`config.mk`:
```
export PLATFORM = sky130hd
export DESIGN_NAME = tcs_sweep
export DESIGN_NICKNAME = d
export VERILOG_FILES = /design/src/rtl/core/tcs_pkg.sv /design/src/rtl/core/tcs_sweep.sv
export SDC_FILE = /design/constraint.sdc
export NUM_CORES = 1
export LEC_CHECK = 0
export ABC_CLOCK_PERIOD_IN_PS = 2300
export BUFFER_PORTS_ARGS = -buffer_cell sky130_fd_sc_hd__buf_2
export CAP_MARGIN = 20
export CORE_MARGIN = 2
export CORE_UTILIZATION = 50
export DETAILED_ROUTE_END_ITERATION = 16
export PLACE_DENSITY = 0.85
export SETUP_SLACK_MARGIN = 0.4
export SYNTH_ARGS = -nofsm -noshare
export SYNTH_HDL_FRONTEND = slang
export SYNTH_SLANG_ARGS = --single-unit
```
`constraint.sdc`:
```
create_clock -name clk -period 2.3 [get_ports clk]
set_input_delay 0.46 -clock clk [delete_from_list [all_inputs] [get_ports clk]]
set_output_delay 0.46 -clock clk [all_outputs]
set_load 0.01 [all_outputs]
```
`src/rtl/core/tcs_pkg.sv`:
```
`default_nettype none

package tcs_pkg;

    // request codes
    localparam logic [2:0] REQ_PUT_CURSOR = 3'd0;
    localparam logic [2:0] REQ_PUT_AT     = 3'd1;
    localparam logic [2:0] REQ_SET_CURSOR = 3'd2;
    localparam logic [2:0] REQ_CLEAR      = 3'd3;
    localparam logic [2:0] REQ_READ       = 3'd4;

    // configuration register indexes
    localparam int unsigned CFG_IDX_W = 2;
    localparam logic [CFG_IDX_W-1:0] CFG_FILL_ATTR  = 2'd0;
    localparam logic [CFG_IDX_W-1:0] CFG_CLEAR_ATTR = 2'd1;

    localparam logic [7:0] SPACE_CHAR   = 8'h20;
    localparam logic [7:0] NEWLINE_CHAR = 8'h0A;

    localparam logic [7:0] FILL_ATTR_RST  = 8'h07;
    localparam logic [7:0] CLEAR_ATTR_RST = 8'h00;

    typedef struct packed {
        logic [7:0] ch;
        logic [7:0] attr;
    } cell_t;

    typedef struct packed {
        logic       go;
        logic       scroll;
        logic [7:0] attr;
    } sweep_cmd_t;

endpackage

`default_nettype wire

```
`src/rtl/core/tcs_sweep.sv`:
```
`default_nettype none

module tcs_sweep #(
    parameter int unsigned ROWS = 25,
    parameter int unsigned COLS = 80
) (
    input  wire logic                                clk,
    input  wire logic                                rst_n,
    input  wire tcs_pkg::sweep_cmd_t                 cmd,
    output logic                                     busy,
    output logic                                     we,
    output logic [$clog2(ROWS*COLS)-1:0]             waddr,
    output tcs_pkg::cell_t                           wdata,
    output logic                                     re,
    output logic [$clog2(ROWS*COLS)-1:0]             raddr,
    input  wire tcs_pkg::cell_t                      rdata
);

    import tcs_pkg::*;

    localparam int unsigned NCELLS = ROWS * COLS;
    localparam int unsigned POS_W  = $clog2(NCELLS);
    localparam logic [POS_W-1:0] COLS_P     = POS_W'(COLS);
    localparam logic [POS_W-1:0] LAST_CELL  = POS_W'(NCELLS - 1);
    localparam logic [POS_W-1:0] LAST_COPY  = POS_W'(NCELLS - COLS - 1);
    localparam logic [POS_W-1:0] LAST_ROW_0 = POS_W'(NCELLS - COLS);

    typedef enum logic [3:0] {
        SW_IDLE  = 4'b0001,
        SW_COPY  = 4'b0010,
        SW_DRAIN = 4'b0100,
        SW_FILL  = 4'b1000
    } sw_state_t;

    sw_state_t        state_reg, state_next;
    logic [POS_W-1:0] idx_reg, idx_next;
    logic [7:0]       attr_reg, attr_next;
    logic             pend_reg, pend_next;
    logic [POS_W-1:0] pend_addr_reg, pend_addr_next;

    // comes out of reset already blanking the screen
    always_ff @(posedge clk or negedge rst_n)
    begin
        if (!rst_n)
        begin
            state_reg <= SW_FILL;
            idx_reg   <= '0;
            attr_reg  <= 8'h00;
            pend_reg  <= 1'b0;
        end
        else
        begin
            state_reg <= state_next;
            idx_reg   <= idx_next;
            attr_reg  <= attr_next;
            pend_reg  <= pend_next;
        end
    end

    always_ff @(posedge clk)
    begin
        pend_addr_reg <= pend_addr_next;
    end

    always_comb
    begin
        state_next     = state_reg;
        idx_next       = idx_reg;
        attr_next      = attr_reg;
        pend_next      = pend_reg;
        pend_addr_next = pend_addr_reg;
        we             = 1'b0;
        waddr          = pend_addr_reg;
        wdata          = rdata;
        re             = 1'b0;
        raddr          = idx_reg + COLS_P;
        unique case (state_reg)
            SW_IDLE:
            begin
                if (cmd.go)
                begin
                    attr_next  = cmd.attr;
                    idx_next   = '0;
                    state_next = cmd.scroll ? SW_COPY : SW_FILL;
                end
            end
            SW_COPY:
            begin
                // read one row ahead, write the previous beat's data
                re             = 1'b1;
                we             = pend_reg;
                pend_next      = 1'b1;
                pend_addr_next = idx_reg;
                if (idx_reg == LAST_COPY)
                begin
                    state_next = SW_DRAIN;
                end
                else
                begin
                    idx_next = idx_reg + 1'b1;
                end
            end
            SW_DRAIN:
            begin
                we         = 1'b1;
                pend_next  = 1'b0;
                idx_next   = LAST_ROW_0;
                state_next = SW_FILL;
            end
            SW_FILL:
            begin
                we    = 1'b1;
                waddr = idx_reg;
                wdata = '{ch: SPACE_CHAR, attr: attr_reg};
                if (idx_reg == LAST_CELL)
                begin
                    state_next = SW_IDLE;
                end
                else
                begin
                    idx_next = idx_reg + 1'b1;
                end
            end
            default:
            begin
                state_next = SW_IDLE;
            end
        endcase
    end

    assign busy = (state_reg != SW_IDLE);

    a_copy_behind_read: assert property (@(posedge clk) disable iff (!rst_n)
        (state_reg == SW_COPY && pend_reg) |-> (pend_addr_reg < raddr))
        else $error("scroll write overtook its read");

    a_waddr_range: assert property (@(posedge clk) disable iff (!rst_n)
        we |-> (waddr <= LAST_CELL))
        else $error("sweep write beyond the screen");

    a_drain_pending: assert property (@(posedge clk) disable iff (!rst_n)
        (state_reg == SW_DRAIN) |-> pend_reg)
        else $error("drain without a pending copy");

endmodule

`default_nettype wire

```
======== Yosys cells after proc, flatten, opt, wreduce, memory -nomap -nowiden ========
Index checks and enable logic that the tools add are counted.
storage, ports and cells
  register bits ........................... 35
  bits of input ports ..................... 28
  word-level logic and storage cells ...... 39
cells by class
  add/sub/neg operators ................... 2
  equality and inequality tests ........... 12
  multiplexer cells ....................... 14
  reduce and logical (&&, ||, !) cells .... 6
operators by type and width
  cell                                            count
  2-to-1 mux 11 bit                               4
  case mux 11 bit (4 select lines)                1
  == test 11 bit (second input constant)          2
  2-to-1 mux 16 bit                               1
  2-to-1 mux 4 bit                                4
  case mux 4 bit (4 select lines)                 1
  adder 11 x 1 -> 11 bit (second input constant)  1
  adder 11 x 7 -> 11 bit (second input constant)  1
  != test 2 bit (second input constant)           5
  == test 4 x 1 -> 1 bit (second input constant)  1
  == test 4 x 2 -> 1 bit (second input constant)  1
  == test 4 x 3 -> 1 bit (second input constant)  1
  == test 4 bit (second input constant)           1
  != test 4 x 1 -> 1 bit (second input constant)  1
  case mux 1 bit (2 select lines)                 2
  AND reduction 4 bit                             1
  nonzero test 4 bit                              1
  AND reduction 3 bit                             1
  AND reduction 2 bit                             1
  nonzero test 2 bit                              1
  OR reduction 2 bit                              1
  2-to-1 mux 1 bit                                1

======== Longest topological paths before layout ========
  depth after elaboration ................. 3
  depth in mapped cells ................... 7

======== Least setup slack after synthesis ========
OpenSTA, ideal clock, no wires.
  path kind ............................... register -> output
  from .................................... register state_reg[3]
  to ...................................... output port waddr[0]
  arrival time ............................ 1.702 ns
  setup slack ............................. 0.138 ns
  cell stages (with the launch flop) ...... 5
  path through ............................ dfstp_2 > nor4b_1 > buf_2 > buf_2 > mux2_2
between the ends
  cells in the longest elaborated chain, start to end .. 2
ends and longest elaborated chain
  what                    RTL line         source
  from (decl)             tcs_sweep.sv:35  sw_state_t state_reg, state_next;
  from (signal assigned)  tcs_sweep.sv:53  state_reg <= state_next;
  == test 4 bit           tcs_sweep.sv:77  unique case (state_reg)
  2-to-1 mux 11 bit       tcs_sweep.sv:77
  to (decl)               tcs_sweep.sv:12  output logic [$clog2(ROWS*COLS)-1:0] waddr,
No other way between the ends.

======== Final worst setup path ========
  from .................................... register state_reg[3]
  to ...................................... output port waddr[2]
Same word-level chain as after synthesis.

==> qor.csv <==
metric;value;unit
cts.sinks;35;
hold_slack;152;ps
yosysSeqAreaShare;0.464;
p_clk_frac;0.468;
cp-startpoint;state_reg[3];
cts_tree;built;
ys_warn_count;0;
outcome;complete, but fails checks;
min_path_type;in -> async;
rows;23;
irDropWorstVdd;0.520;mV
grt_antenna_before_repair;0;
post_drt_wl_per_cell;24.4;um
wl;8.13;mm
synth-edff-count;11;
grt_pass1_vias;1865;
drtIter0Drc;262;
startpoint_type;register;
maxCapViolations;0;
die_x;67.4;um
synth_compound_area_frac;0.128;
start_util;0.509;
grt_max_degree;25;
multi_input_area;0.00126;mm^2
finClkSkew;8.96;ps
reg2reg_from;idx_reg[5];
clk_pin_slew;80;ps
cts.path.max_buffers;2;
antenna_left;0;
gr-total-overflow;0;
synthXorXnorAreaFrac;0.0305;
antenna_cells;0;
drt_first_pass_iters;5;
dpl.hpwl;3.24;mm
synth_top_area_share;0.287;
vias;2182;
pwr_density_cell;376;mW/mm^2
die-area;0.00454;mm^2
drive_above_1_share;0.661;
clockRootBuffer;clkbuf_8;
synth_cell_types;43;
cts_hold_buf;0;
htreeDepth;2;
synth_area_leaders;dfrtp_1 29%, edfxtp_1 16%, mux2_2 16%;
switchingPower;259;uW
grt_use_total;0.309;
clkLatencyLatePin;300;ps
seqPwrFrac;0.504;
criticalPathCategory;reg -> out;
post-route-period-util;1.00;
hold_viol;0;
syn_inst;175;
syn_avg_cell_area;11.5;um^2
layout_setup_ws;-3.20;ps
path_cells;nor4b_4 > buf_4 > buf_12 > mux2_4 > buf_6;
crit_required;1840;ps
utilization;0.856;
async_reset_ff_frac;0.686;
grtUsageMet2;0.498;
setup_viol_count_final;1;
routabilityCongestion;0.882;
routed_via_density;6.55;
fin_tns_setup;-3.20;ps
place_area;0.00245;mm^2
busiest_layer;met2;
fillers;169;
synth_top_family_by_area;multiplexers;
final-instance-count-excl-fill;333;
synth.most_common_cell;mux2_2;
met3_usage;0.0733;
io_pins;69;
grt_pass1_wl;9.94;mm
port_buffers;68;
violations;setup timing;
path_max_fanout;8;
synthAdderAreaFrac;0.0249;
worstMarginPinSlew;731;ps
synth-seq-cells;35;
design.core.area;0.00394;mm^2
netlist_area;0.00201;mm^2
cts_buffers;5;
swShare;0.205;
placed_cells;290;
max_slew_margin;0.508;
drv_slew;0;
grt_util_met1;0.394;
cp_slowest_stage_delay;540;ps
regArea;941;um^2
muxShareOfSynthArea;0.162;
drc;0;
worstPathArrival;1840;ps
slowest_stage;dfstp_2;
cp-end-kind;output pin;
fin_nets;314;
syn_nets;207;
design_area;0.00338;mm^2
p_comb_frac;0.028;
die_h;67.4;um
synth_common_cells;28 x mux2_2, 23 x dfrtp_1, 11 x edfxtp_1, 10 x nand2_1;
synthToLayoutAreaGrowth;68.1;%
synth_simple_gate_area_frac;0.141;
intPower;1010;uW
synth_top_cell_by_area;dfrtp_1;
fmax;434;MHz
rsz0062_at_grt;yes;
synth_top_flop_cell;dfrtp_1;
period_minus_slack;2300;ps
cellLeakagePower;0.00166;uW
## logic make-up (layout without fill, tap and decap cells)
group | count (synthesis) | count (layout)
DFF | 35 | 35
muxes | 29 | 29
buffers and inverters | 21 | 128
AOI/OAI and AO/OA | 30 | 31
xor gates and xnor gates | 7 | 7
and+or+nand+nor | 49 | 49
adders and majority gates | 4 | 4
## layout by cell type, fill, tap and decap left out, types with 2 or more instances in the layout
master     instances
nor2b_4            2
a22o_1             6
a221o_1            2
nand3_2            2
dfrtp_1           16
nor2_1             5
xnor2_1            4
buf_6             35
edfxtp_1          11
or2_2              2
buf_4             26
clkbuf_8           6
buf_2             45
buf_12             2
ha_1               2
o2bb2ai_1          2
mux2_2             8
a21o_1             2
nand3b_1           2
nand2_1           10
a21oi_4            2
nor4b_4            2
buf_8              2
nor4_1             2
a211o_1            3
mux2_4            20
dfrtp_2            7
nor2b_1            5
nor3_1             4
or3_1              3
xor2_1             2
nor2_2             2
nand3_1            2
inv_1              5
buf_16             3
## layer usage
metal | up-vias | share of wire
li1 | 860 | -
met1 | 1060 | 0.35
met2 | 210 | 0.50
met3 | 52 | 0.11
met4 | 0 | 0.051
met5 | - | 0
## power by group through the flow
stage / Clock [uW] / Combinational (uW) / Sequential [uW]
floorplan: 0 / 2.01 / 651
global placement: 0 / 31.4 / 651
detailed placement: 0 / 32.3 / 651
CTS: 574 / 33.2 / 639
global route: 619 / 39.5 / 638
finish: 593 / 36.1 / 638
## final timing paths
| path | to | slack [ps] | cells after the start |
|---|---|---|---|
| max in group asynchronous | state_reg[2] | 1730 | 1 |
| min | idx_reg[2] | 150 | 1 |
| max reg2reg | idx_reg[7] | 70 | 9 |
| min in group clk | attr_reg[5] | 400 | 2 |
| min reg2reg | attr_reg[5] | 520 | 1 |
| max | waddr[2] | -3 | 5 |
## timing repair
| item | 4_1_cts | 5_1_grt |
|---|---|---|
| gates cloned | 4 | 0 |
| buffers inserted | 20 | 11 |
| resized for setup | 71 | 32 |
| endpoints found under the hold margin | 0 | 0 |
| pin swaps | 23 | 12 |
| endpoints found under the setup margin | 54 | 49 |
## final cells by class
| cell class | instances | share of cell area |
|---|---|---|
| Multi-Input combinational cell | 120 | 0.372 |
| Timing Repair Buffer | 113 | 0.287 |
| Tap cell | 50 | 0.0185 |
| Inverter | 7 | 0.00890 |
| Clock buffer | 6 | 0.0245 |
| Sequential cell | 35 | 0.279 |
| Clock inverter | 2 | 0.0104 |
## critical path, delay by kind of cell, from the launching register on
kind | cells | cell delay, ps
buffers and inverters | 3 | 470
DFF | 1 | 540
and+or+nand+nor | 1 | 210
muxes | 1 | 310
## stage by stage
step | total power (uW) | worst slack, ps
3_5_place_dp | 684 | 188
4_1_cts | 1250 | 39.1
3_3_place_gp | 683 | 296
2_1_floorplan | 653 | 347
5_1_grt | 1300 | -68.9
6_report | 1270 | -3.20
Note: power is estimated with default switching activity, not from simulation.
